<file path="config.mk">
export PLATFORM = sky130hd
export DESIGN_NAME = kabf_div
export DESIGN_NICKNAME = d
export VERILOG_FILES = /design/src/sv/kabf_pkg.sv /design/src/sv/kabf_div.sv
export SDC_FILE = /design/constraint.sdc
export NUM_CORES = 1
export LEC_CHECK = 0
export ABC_CLOCK_PERIOD_IN_PS = 4700
export BUFFER_PORTS_ARGS = -buffer_cell sky130_fd_sc_hd__buf_4
export CAP_MARGIN = 20
export CORE_UTILIZATION = 35
export DETAILED_ROUTE_END_ITERATION = 6
export PLACE_DENSITY_LB_ADDON = 0.25
export SLEW_MARGIN = 20
export SYNTH_ARGS = -nofsm -noshare
export SYNTH_HDL_FRONTEND = slang
export SYNTH_SLANG_ARGS = --single-unit
</file>
<file path="constraint.sdc">
create_clock -name clk -period 4.7 [get_ports clk]
set_clock_uncertainty 0.05 [all_clocks]
set_input_delay 0.235 -clock clk [delete_from_list [all_inputs] [get_ports clk]]
set_output_delay 0.235 -clock clk [all_outputs]
set_load 0.01 [all_outputs]
</file>
<file path="src/sv/kabf_pkg.sv">
`timescale 1ns / 1ps
package kabf_pkg;
	localparam int FracBits = 24;
	localparam int NoiseW = 24;
	localparam int DataW = 32;
	localparam int CfgIdxW = 2;
	localparam logic [NoiseW-1:0] AngleNoiseRst = 24'd16777;
	localparam logic [NoiseW-1:0] BiasNoiseRst = 24'd50332;
	localparam logic [NoiseW-1:0] MeasNoiseRst = 24'd503316;
	localparam logic [CfgIdxW-1:0] RegAngleNoise = 2'd0;
	localparam logic [CfgIdxW-1:0] RegBiasNoise = 2'd1;
	localparam logic [CfgIdxW-1:0] RegMeasNoise = 2'd2;

	function automatic logic signed [31:0] sat32(input logic signed [65:0] x);
		logic signed [65:0] mx;
		logic signed [65:0] mn;
		mx = 66'sh7FFFFFFF;
		mn = -66'sh80000000;
		if (x > mx) return 32'sh7FFFFFFF;
		else if (x < mn) return 32'sh80000000;
		else return x[31:0];
	endfunction

	function automatic logic signed [65:0] rscale(input logic signed [65:0] x);
		logic signed [65:0] r;
		r = x + 66'sd8388608;
		return r >>> FracBits;
	endfunction
endpackage

</file>
<file path="src/sv/kabf_div.sv">
`timescale 1ns / 1ps
module kabf_div import kabf_pkg::*; (
	input  logic clk,
	input  logic arst_n,
	input  logic start,
	input  logic signed [31:0] num,
	input  logic signed [33:0] den,
	output logic done,
	output logic signed [31:0] quo
);
	logic [55:0] num_mag_q;
	logic [33:0] den_mag_q;
	logic [55:0] q_q;
	logic [33:0] rem_q;
	logic neg_q;
	logic busy_q;
	logic [5:0] cnt_q;
	logic [34:0] trial;
	logic [34:0] sh;
	logic signed [57:0] sq;

	assign sh = {rem_q, num_mag_q[55]};
	assign trial = sh - {1'b0, den_mag_q};
	assign sq = neg_q ? -$signed({2'b00, q_q}) : $signed({2'b00, q_q});
	assign quo = (!neg_q && q_q > 56'h7FFFFFFF) ? 32'sh7FFFFFFF :
		(neg_q && q_q > 56'h80000000) ? 32'sh80000000 : sq[31:0];

	always_ff @(posedge clk or negedge arst_n) begin
		if (!arst_n) begin
			busy_q <= 1'b0;
			cnt_q <= '0;
			done <= 1'b0;
		end else begin
			done <= 1'b0;
			if (start) begin
				busy_q <= 1'b1;
				cnt_q <= 6'd55;
			end else if (busy_q) begin
				if (cnt_q == 6'd0) begin
					busy_q <= 1'b0;
					done <= 1'b1;
				end
				cnt_q <= cnt_q - 6'd1;
			end
		end
	end

	always_ff @(posedge clk) begin
		if (start) begin
			num_mag_q <= {(num[31] ? 32'(-num) : 32'(num)), 24'd0};
			den_mag_q <= den[33] ? 34'(-den) : 34'(den);
			neg_q <= num[31] ^ den[33];
			rem_q <= '0;
			q_q <= '0;
		end else if (busy_q) begin
			num_mag_q <= {num_mag_q[54:0], 1'b0};
			if (!trial[34]) begin
				rem_q <= trial[33:0];
				q_q <= {q_q[54:0], 1'b1};
			end else begin
				rem_q <= sh[33:0];
				q_q <= {q_q[54:0], 1'b0};
			end
		end
	end
endmodule

</file>
# --- Yosys cells after proc, flatten, opt, wreduce, memory -nomap -nowiden ---
# Cells that the tools add are included.
totals:
  out_inout_bits: 33
  reg_bits: 165
  wordCells: 39
classes:
  n_mux: 17
  order_cmp: 2
  addsub: 5
  n_reduce_logical: 5
  n_bitwise: 1
ops:
  columns: ["operator", "n"]
  rows:
  - ["2-to-1 mux 32 bit", 4]
  - ["2-to-1 mux 56 bit", 2]
  - ["negation 32 bit", 2]
  - ["> comparator 56 x 31 -> 1 bit (second input constant)", 1]
  - ["> comparator 56 x 32 -> 1 bit (second input constant)", 1]
  - ["subtractor 35 x 34 -> 35 bit", 1]
  - ["2-to-1 mux 34 bit", 1]
  - ["negation 34 bit", 1]
  - ["2-to-1 mux 33 bit", 1]
  - ["2-to-1 mux 6 bit", 2]
  - ["2-to-1 mux 1 bit", 7]
  - ["zero test 6 bit", 1]
  - ["subtractor 6 x 1 -> 6 bit (second input constant)", 1]
  - ["logical AND 1 bit", 2]
  - ["nonzero test 2 bit", 1]
  - ["zero test 1 bit", 1]
  - ["XOR 1 bit", 1]

# --- Longest topological paths before layout ---
# Gate-level depths: netlist of the first run.
depth:
  depth_word: 4
  depth_mapped: 14
  mapped_depth_nobuf: 12

# --- Worst setup path after synthesis of the first run ---
# No wires, ideal clock.
synth_path:
  path_type: "reg2out"
  from: "reg q_q[0]"
  to: "out quo[15]"
  slack_ns: 1.319
  t_arrival_ns: 3.096
  stages_incl_launch_ff: 13
  required_time_ns: 4.415
  path_cell_list: "dfxtp_1 inv_1 ha_1 nor3b_1 nand4b_1 or4_4 or3_4 o41ai_4 nand2_2 buf_6 o41ai_1 a21oi_1 nand2_1"
synth_between:
  elab_chain_cells: 4
  elab_cells_between_ends: 8
  classes_between: "add/sub (1); order compare (2); mux (3); reduce/logical (2)"
synth_lines:
  columns: ["item", "line_no", "source"]
  rows:
  - ["start: declaration", "kabf_div.sv:13", "logic [55:0] q_q;"]
  - ["start signal: assignment", "kabf_div.sv:59", "q_q <= {q_q[54:0], 1'b1};"]
  - ["start signal: assignment", "kabf_div.sv:62", "q_q <= {q_q[54:0], 1'b0};"]
  - ["> comparator 56 x 32 -> 1 bit or negation 32 bit (tied branches)", "kabf_div.sv:26, kabf_div.sv:24", null]
  - ["logical AND 1 bit or 2-to-1 mux 32 bit (tied branches)", "kabf_div.sv:26, kabf_div.sv:24", null]
  - ["2-to-1 mux 32 bit", "kabf_div.sv:26", "(neg_q && q_q > 56'h80000000) ? 32'sh80000000 : sq[31:0];"]
  - ["2-to-1 mux 32 bit *", "kabf_div.sv:25", "assign quo = (!neg_q && q_q > 56'h7FFFFFFF) ? 32'sh7FFFFFFF :"]
  - ["end: declaration", "kabf_div.sv:9", "output logic signed [31:0] quo"]
# Every way passes the cells marked *; elsewhere a longest branch is shown, timed or not.

# --- Worst setup path after layout of the first run ---
# Ends and elaborated chain as after synthesis.

==> results of run 1 <==
## final timing paths
check | slack [ns] | end | depth (start not counted)
min in group asynchronous | 0.13 | done$_DFF_PN0_ | 2
hold reg to reg | 0.45 | q_q[55]$_SDFFE_PP0P_ | 2
setup / recovery | 0.31 | quo[15] | 13
max in group asynchronous | 4.32 | busy_q$_DFF_PN0_ | 2
hold / removal | 0.05 | den_mag_q[11]$_DFFE_PP_ | 2
setup reg to reg | 1.12 | rem_q[9]$_SDFFE_PP0P_ | 12
## power breakdown
part | switching (mW) | internal, mW | leakage (nW)
clock network | 0.616 | 0.796 | 0.283
logic | 0.259 | 0.195 | 3.50
registers | 0.0250 | 1.57 | 1.48
## area by class of cell
class / count / area [sq um]
Fill cell: 2999 / 17450
Clock buffer: 17 / 425.4
Clock inverter: 15 / 165.2
Multi-Input combinational cell: 917 / 6011
Inverter: 63 / 236.5
Timing Repair Buffer: 111 / 842.1
Tap cell: 390 / 488.0
Sequential cell: 165 / 4018
## cell families (layout without fill, tap and decap cells)
family,count (synthesis),after routing,synth area share
multiplexers,87,87,0.08314
AO/OA/AOI/OAI,295,295,0.1798
buffers and inverters,127,206,0.04905
AND/OR/NAND/NOR,399,399,0.1790
flip-flops,165,165,0.3810
XOR/XNOR,96,96,0.07981
adder cells (fa/ha/maj),40,40,0.04822
## metal layers
metal  GRT usage  vias to the layer above  part of all wire
met5           0                        -                 0
met4     0.04312                        0            0.0069
met3     0.02619                       10             0.031
met2      0.2513                      128              0.45
met1      0.2230                     3950              0.51
li1            -                     4516                 -
## registers in the layout (all words and copies together) (netlist names)
register	cells
q_q	56
cnt_q	6
num_mag_q	32
busy_q	1
neg_q	1
den_mag_q	34
done	1
rem_q	34
## worst reg2reg max path, cell delays in order, from the launching register on
cell and delay [ns]:
edfxtp_1 0.40, ha_1 0.22, fa_1 0.40, nand2b_1 0.18
a21o_1 0.20, a21oi_1 0.32, o2111a_1 0.34, nor3_1 0.09
nor4b_2 0.32, buf_4 0.49, nor2b_1 0.12, a31oi_1 0.19
a211oi_1 0.10
## placed cells by master, fill, tap and decap left out, types with 8 or more instances in the layout
master	count
a31oi_1	11
a21o_1	12
or3_1	25
nand4_1	9
ha_1	39
dfxtp_1	90
buf_4	108
nor2b_1	9
xor2_1	40
nor4_1	16
a211oi_1	33
xnor2_1	56
mux2i_1	83
or4_1	8
nor3_1	33
edfxtp_1	67
nor2_1	177
o22a_1	9
nand2_1	66
nand3_1	19
a21oi_1	91
o41ai_1	8
o21ai_0	52
o31ai_1	24
o21ai_1	9
clkbuf_16	17
inv_1	62
==> metrics.txt, run 1 <==
status complete, no violations; Post-Syn Area approximately 0.011 sq mm; final hold vios 0; Initial Util 0.3555; maximum fanout along the worst path 29; final worst-path cycle share 0.9345; total power ~3.5 mW; Worst Slack Setup Final around 0.3 ns; vias roughly 8,600; class of the worst hold path input port to flop; GRT Total Usage 0.1589; most numerous cell in the Yosys netlist nor2_1; Layout Utilization 0.4111; Pwr per Cell Area 284.3 mW/mm^2; nature of the critical path endpoint primary output; drt first-iter violations about 450; final WL roughly 24,000 um; post-route DRC violation count 0; postcts setup bufs 0; CTS buffer count 17; Post-Syn Area per Cell 8.714 sq um; Layout Cells excl Fill ~1,700; TritonCTS clock tree done; Ys Warns 0; CP Launch Type flop; Async SR Flop Fraction 0.04848; Max Fclk between 0.2 and 0.25 GHz; clock sinks around 170; Max-slew headroom 0.2662; Root Buffer clkbuf_16; Yosys top cell area share 0.1910; Final setup viols 0; DR pass1 iterations 5; fin crit period around 4.4 ns; Die Ht 175.5 um; H-tree depth 4; Yosys cell types 67; worst setup path class flop to primary output; clock slew at reported path FFs around 0.070 ns; RePlAce Congestion between 0.8 and 0.9; Clock Latency Late Sink between 0.4 and 0.5 ns; max_cap viols 0; top cell family by delay on the critical path simple AND/OR/NAND/NOR gates; HPWL after DPL ~17,000 um; GRT overflow 0; Port Buf Inserts ~100; worst r2r src den_mag_q[0]$_DFFE_PP_; vias in the first global route around 8,000; CP arrival 4.11 ns; VDD IR max about 0.23 mV; core area 0.02964 sq mm; synthesized net count approximately 1,300; vias per cell about 5.1; Leakage 5.264 nW; Hold Startpoint den[11]; Synth Flop Type dfxtp_1; initial antenna violation count 0; worst path cell trace inv_1, ha_1, nor3b_1, buf_4, nand4b_1, or4_4, or3_4, o41ai_4, nand2_2, o41ai_1, a21oi_1, nand2_1, buf_4; Top Ports roughly 100; post-route cell area about 0.012 sq mm; required time of the critical path ~4.4 ns; Setup TNS 0 ns; Nets roughly 1,400; placed inst area about 0.012 sq mm; Synth area leader edfxtp_1; post-synthesis cell count between 1,000 and 1,500; Most Frequent Cell on Critical Path buf_4; placed cell count 1,644; RSZ-0062 raised after global routing false; Slew @ Worst Pin ~1.1 ns; Bufs and invs on worst path 3; P&R area growth vs syn 15.66%; die area around 0.031 sq mm; Die Wd 175.5 um; EDFF count, synth 67; Synth top cells by count nor2_1 (177), a21oi_1 (91), dfxtp_1 (90); hold_ws roughly 0.05 ns; CP max stage delay about 0.54 ns; CTS Hold Bufs 2; diodes inserted 0; Antenna Nets Post-Route 0; final slew viol count 0; CP max-delay cell or4_4; Yosys reg bits ~170; Placement Setup Slack slightly above 0.8 ns; share of cells above drive strength 1 0.1242; first-pass GRT wire length 39,900 um; Max clock buf depth 2; wire per inst 14.24 um; post-synthesis sequential area ratio 0.3810; ranking of synthesized cells by area edfxtp_1 (19%), dfxtp_1 (17%), mux2i_1 (7.9%); start point of the critical path q_q[0]$_SDFFE_PP0P_; row count 63; CTS resizes 0; largest net degree at the start of global routing between 100 and 150
No activity file was read; power rests on OpenSTA's default activity.
==> run 2: changes to the inputs <==
ABC_AREA = 1   (was unset)
ABC_CLOCK_PERIOD_IN_PS = 4500   (was 4700)
clock period = 4.5 ns   (was 4.7 ns; I/O delays follow)
==> metrics.txt, run 2 <==
Bufs and invs on worst path 4 (+1); vias 11,218 (+30%); biggest regs q_q x56, den_mag_q x34, rem_q x34; final WL 33,340 um (+40%); RSZ-0062 raised after global routing false; ranking of synthesized cells by area nand2_1 (18%), edfxtp_1 (17%), dfxtp_1 (15%); RePlAce Congestion 0.9199 (+14%); top cell family by delay on the critical path simple AND/OR/NAND/NOR gates; synthesized net count 1,882 (+43%); Synth Flop Type dfxtp_1; VDD IR max 0.2570 mV (+11%); Final setup viols 0 (unchanged); Max clock buf depth 2 (unchanged); NetSw 1.976 mW (+120%); largest net degree at the start of global routing 59 (-51%); final hold vios 0 (unchanged); clock sinks 165 (unchanged); Synth top cells by count nand2_1 (572), inv_1 (273), nor2_1 (153); post-synthesis sequential area ratio 0.3403 (-0.04070); DR pass1 iterations 6 (+1); Layout Utilization 0.4121 (+0.0009620); hold_ws 0.03628 ns (-0.01341 ns); CP arrival 2.92 ns (-1.19 ns); required time of the critical path 4.22 ns (-0.19 ns); most frequent cells in the layout nand2_1 (572), inv_1 (272), nor2_1 (152), nand3_1 (148), buf_4 (107); core area 0.03287 sq mm (+11%); die area 0.03444 sq mm (+12%); clock slew at reported path FFs 0.07 ns (about the same); Post-Syn Area 0.01180 sq mm (+12%); HPWL after DPL 25,440 um (+50%); sequential fraction of design power 0.345 (-0.116); post-route DRC violation count 0 (unchanged); final slew viol count 0 (unchanged); initial antenna violation count 0 (unchanged); final worst-path cycle share 0.7109; postcts setup bufs 0 (unchanged); Max-slew headroom 0.3645 (+0.09839); max reg flops 56 (unchanged); P&R area growth vs syn 14.83%; CTS buffer count 17 (unchanged); Leakage 6.907 nW (+31%); share of cells above drive strength 1 0.09667 (-0.02755); worst setup path class flop to primary output; first-pass GRT wire length 54,030 um (+35%); Initial Util 0.3589 (+0.003423); status complete, no violations; Setup TNS 0 ns (unchanged); Synth area leader nand2_1; worst reg2reg path depth 14 (+2); GRT Total Usage 0.2004 (+0.04153); Nets 1,958 (+41%); TritonCTS clock tree done; Yosys reg bits 165 (unchanged); wire per inst 14.47 um (+1.6%); logic gate share of total power 0.347 (+0.216); Antenna Nets Post-Route 0 (unchanged); most numerous cell in the Yosys netlist nand2_1; Port Buf Inserts 101 (unchanged); Clock power frac 0.308 (-0.100); worst path cell trace inv_1, ha_1, inv_2, nor3_4, inv_1, nor2_2, nand4_1, nand3_2, o211ai_1, nand2_1, buf_4; nature of the critical path endpoint primary output; Max Fclk 0.3126 GHz; vias in the first global route 10,688 (+34%); post-synthesis cell count 1,773 (+47%); fin crit period ~3.2 ns; sw frac 0.3767 (+0.1169); Fill cells 3,523 (+17%); most common cell after layout, fill and taps aside nand2_1; max_cap viols 0 (unchanged); maximum fanout along the worst path 32 (+10%); diodes inserted 0 (unchanged); CP max-delay cell nand3_2; Slew @ Worst Pin 0.9518 ns (-0.1449 ns); Ys Warns 0 (unchanged); Biggest register q_q; Die Wd 185.6 um (+5.7%); Root Buffer clkbuf_16; H-tree depth 4 (unchanged); drt first-iter violations 686 (+52%); Post-Syn Area per Cell 6.653 sq um (-24%); EDFF count, synth 67 (unchanged); CP Launch Type flop; CP max stage delay 0.45 ns (-0.09 ns); row count 66 (+4.8%); GRT overflow 0 (unchanged); Pwr per Cell Area 387.4 mW/mm^2 (+36%); Cell Int Power 3.271 mW (+28%); Yosys cell types 48 (-28%); Async SR Flop Fraction 0.04848 (unchanged); Top Ports 102 (unchanged); Die Ht 185.6 um (+5.7%); CP Depth 11 (-2); vias per cell 4.869 (-5.0%); Hold Path Cell Cnt 3 (+1); Yosys top cell area share 0.1820 (-0.008944); class of the worst hold path input port to flop; Clock Latency Late Sink 0.44 ns (about the same); Most Frequent Cell on Critical Path inv_1
==> run 2: cell types whose count changed after synthesis, sizes merged, moves of 24 or more <==
cell	delta
a211oi	-33
a21oi	-66
clkbuf	-24
inv	+214
mux2i	-83
nand2	+514
nand3	+134
o22ai	+53
or3	-26
xnor2	-38
xor2	+30
==> run 2: cell type report <==
type / instances / area (sq um) / share of cell area
sequential: 165 / 4014 / 0.2964
clock buffer: 19 / 475.5 / 0.03510
timing repair buffer: 110 / 833.3 / 0.06152
multi-input combinational: 1278 / 6455 / 0.4766
clock inverter: 13 / 173.9 / 0.01284
tap: 442 / 553.0 / 0.04083
inverter: 277 / 1040 / 0.07677
==> run 2: power by group through the flow <==
| stage | combinational [mW] | sequential [mW] | clock [mW] |
|---|---|---|---|
| 2_1_floorplan | 1.35 | 1.81 | 0 |
| 3_3_place_gp | 1.80 | 1.84 | 0 |
| 3_5_place_dp | 1.81 | 1.84 | 0 |
| 4_1_cts | 1.82 | 1.81 | 1.65 |
| 5_1_grt | 2.07 | 1.82 | 1.71 |
| 6_report | 1.82 | 1.81 | 1.62 |
==> run 2: path summary, 6_finish.rpt <==
check / endpoint / slack (ns) / startpoint
worst max-delay path: quo[1] / 1.30 / q_q[0]$_SDFFE_PP0P_
worst min register to register: rem_q[26]$_SDFFE_PP0P_ / 0.43 / rem_q[26]$_SDFFE_PP0P_
min in group asynchronous: done$_DFF_PN0_ / 0.08 / arst_n
max in group asynchronous: cnt_q[2]$_DFFE_PN0P_ / 4.19 / arst_n
worst max register to register: rem_q[29]$_SDFFE_PP0P_ / 1.75 / num_mag_q[55]$_DFFE_PP_
worst min-delay path: den_mag_q[27]$_DFFE_PP_ / 0.04 / den[27]
==> run 2: stage by stage <==
stage,setup WS [ns],instances,total power [mW],instance area (sq um)
5_1_grt,1.030,2304,5.608,13540
3_5_place_dp,1.424,2269,3.645,12860
2_1_floorplan,2.326,1773,3.163,11800
3_3_place_gp,1.380,2269,3.636,12860
4_1_cts,0.9219,2304,5.275,13540
6_report,1.301,2304,5.247,13540
==> run 2: routing by layer <==
| layer | track usage | vias to the layer above | part of all wire |
|---|---|---|---|
| met5 | 0 | - | 0 |
| met4 | 0.06197 | 0 | 0.020 |
| met3 | 0.04500 | 43 | 0.051 |
| met2 | 0.3306 | 241 | 0.45 |
| met1 | 0.2592 | 5113 | 0.47 |
| li1 | - | 5821 | - |
==> run 2: logic make-up after synthesis <==
family / synth area share
simple gates: 0.3505
buf+inv: 0.1131
compound gates: 0.08773
flops: 0.3403
xor+xnor: 0.06534
fa+ha+maj: 0.04307
==> run 2: timing repair <==
| action | CTS | global route |
|---|---|---|
| hold buffers | 3 | 0 |
| endpoints found under the setup margin | 0 | 0 |
| hold endpoints to repair | 10 | 0 |
| resized for setup | 0 | 0 |
==> run 2: worst min-delay path: stages <==
cell	delay, ns
buf_4	0.09
nand2_1	0.05
nand2_1	0.06
==> run 3: changes to the inputs <==
ABC_AREA = 0   (was 1)
ABC_CLOCK_PERIOD_IN_PS = 2700   (was 4500)
clock period = 2.7 ns   (was 4.5 ns; I/O delays follow)
==> metrics.txt, run 3 (synthesis gave the netlist of run 1 again) <==
class of the worst hold path input port to async pin; Port Buf Inserts 101 (unchanged); Layout Utilization 0.5033 (+0.09115); status finished, violations left; placed inst area 0.01327 sq mm (+3.2%); placed cell count 1,847 (-19%); final worst-path cycle share 1.345; vias per cell 5.073 (+4.2%); fin crit period about 3.6 ns; CP Launch Type flop; Clock power frac 0.384 (+0.076); Die Ht 175.5 um (-5.4%); final WL 27,660 um (-17%); CTS buffer count 17 (unchanged); Max clock buf depth 2 (unchanged); clock slew at reported path FFs 0.07 ns (about the same); biggest regs q_q x56, den_mag_q x34, rem_q x34; total power 6.178 mW (+18%); VDD IR max 0.3438 mV (+34%); Fill cells 2,816 (-20%); worst path cell trace or4_4, nand4b_4, or4_4, or3_4, o41ai_4, buf_6, buf_6, nand2_4, buf_6, o21ai_2, nand2_1, o311ai_2, buf_4; DR pass1 iterations 5 (-1); Slew @ Worst Pin 0.5966 ns (-0.3552 ns); vias in the first global route 9,415 (-12%); Root Buffer clkbuf_16; GRT overflow 0 (unchanged); Nets 1,636 (-16%); most common cell after layout, fill and taps aside buf_4; final hold vios 0 (unchanged); Placement Setup Slack -0.5204 ns (-1.944 ns); Met1 Wirelength 13,650 um (-14%); CP max-delay cell or4_4; worst reg2reg path depth 12 (-2); first-pass GRT wire length 46,090 um (-15%); Die Wd 175.5 um (-5.4%); Top Ports 102 (unchanged); row count 63 (-4.5%); post-route cell area 0.01492 sq mm (+10%); P&R area growth vs syn 41.58%; wire per inst 14.34 um (-0.94%); die area 0.03080 sq mm (-11%); core area 0.02964 sq mm (-9.8%); Final setup viols 67 (+67); RePlAce Congestion 0.8625 (-6.2%); met2 routed WL 12,910 um (-15%); uppermost layer routed met4; Pwr per Cell Area 414.2 mW/mm^2 (+6.9%); Worst Slack Setup Final -0.9312 ns (-2.232 ns); Biggest register q_q; CP max stage delay 0.53 ns (+0.08 ns); CP arrival 3.45 ns (+0.53 ns); logic gate share of total power 0.164 (-0.183); worst setup path class flop to primary output; Cell Int Power 4.518 mW (+38%); HPWL after DPL 19,480 um (-23%); maximum fanout along the worst path 5 (-84%); H-tree depth 4 (unchanged); max reg flops 56 (unchanged); failing checks setup timing; Max-slew headroom 0.5972 (+0.2327); final slew viol count 0 (unchanged); clock sinks 165 (unchanged); Most Frequent Cell on Critical Path buf_6; Max Fclk about 0.28 GHz; hold_ws 0.009490 ns (-0.02679 ns); share of cells above drive strength 1 0.3151 (+0.2185); vias 9,785 (-13%); most frequent cells in the layout buf_4 (307), nor2_1 (176), dfxtp_1 (89), mux2i_1 (80), a21oi_1 (78); metal3 WL 841 um (-50%); nature of the critical path endpoint primary output; Leakage 6.677 nW (-3.3%); required time of the critical path 2.52 ns (-1.70 ns); sw frac 0.2687 (-0.1079); TritonCTS clock tree done; Setup TNS -35.40 ns (-35.40 ns); drt first-iter violations 602 (-12%); Antenna Nets Post-Route 0 (unchanged); post-route DRC violation count 0 (unchanged); max_cap viols 0 (unchanged); largest net degree at the start of global routing 77 (+31%); initial antenna violation count 0 (unchanged); NetSw 1.660 mW (-16%); RSZ-0062 raised after global routing true; GRT Total Usage 0.1833 (-0.01716); Initial Util 0.3555 (-0.003423); Clock Latency Late Sink 0.43 ns (about the same); diodes inserted 0 (unchanged); Layout Cells excl Fill 1,929 (-16%); sequential fraction of design power 0.451 (+0.106)
## run 3: cell types whose count changed in the layout (fill, tap and decap cells not counted), sizes merged, moves of 30 or more
cell,previous run,this run
buf,107,335
xor2,70,40
a21oi,25,91
a211oi,0,33
nand3,154,20
xnor2,18,56
mux2i,0,83
nand2,581,68
o22ai,55,2
inv,284,70
## run 3: layout make-up
| class | count | area [sq um] | share of cell area |
|---|---|---|---|
| Inverter | 63 | 236.5 | 0.01585 |
| Clock buffer | 19 | 464.2 | 0.03112 |
| Sequential cell | 165 | 4019 | 0.2694 |
| Clock inverter | 12 | 106.4 | 0.007130 |
| Tap cell | 390 | 488.0 | 0.03272 |
| Multi-Input combinational cell | 918 | 6640 | 0.4452 |
| Timing Repair Buffer | 362 | 2962 | 0.1986 |
## run 3: worst paths after layout
kind                                              from                endpoint  slack (ns)
worst max-delay path              q_q[13]$_SDFFE_PP0P_                 quo[27]       -0.93
worst min-delay path                            arst_n          done$_DFF_PN0_       0.009
worst max register to register  den_mag_q[0]$_DFFE_PP_   rem_q[0]$_SDFFE_PP0P_       -0.39
worst min register to register   rem_q[1]$_SDFFE_PP0P_   rem_q[1]$_SDFFE_PP0P_        0.44
max in group asynchronous                       arst_n        busy_q$_DFF_PN0_        2.44
min in group clk                                den[9]  den_mag_q[9]$_DFFE_PP_        0.03
## run 3: timing repair
item | 4_1_cts | 5_1_grt
resized for setup | 63 | 75
gates cloned | 6 | 0
setup buffers | 15 | 7
setup endpoints to repair | 67 | 73
pin swaps | 27 | 39
endpoints found under the hold margin | 35 | 0
hold buffers | 27 | 0
## run 3: metal layers
metal	up-vias	GRT usage
met5	-	0
met4	0	0.04203
met3	25	0.02879
met2	201	0.3011
met1	4566	0.2517
li1	4993	-
## run 3: power groups by stage
stage / Sequential, mW / Clock [mW] / Combinational (mW)
after global routing: 2.80 / 2.54 / 1.12
final: 2.79 / 2.38 / 1.01
after CTS: 2.79 / 2.45 / 0.988
after floorplan: 2.82 / 0 / 0.533
after detailed placement: 2.84 / 0 / 0.921
after global placement: 2.84 / 0 / 0.916
## run 3: worst max-delay path, delay by kind of cell (launching register included)
kind / cells / cell delay [ns]
AND/OR/NAND/NOR: 6 / 1.65
flip-flops: 1 / 0.32
buffers and inverters: 4 / 0.58
AO/OA/AOI/OAI: 3 / 0.44
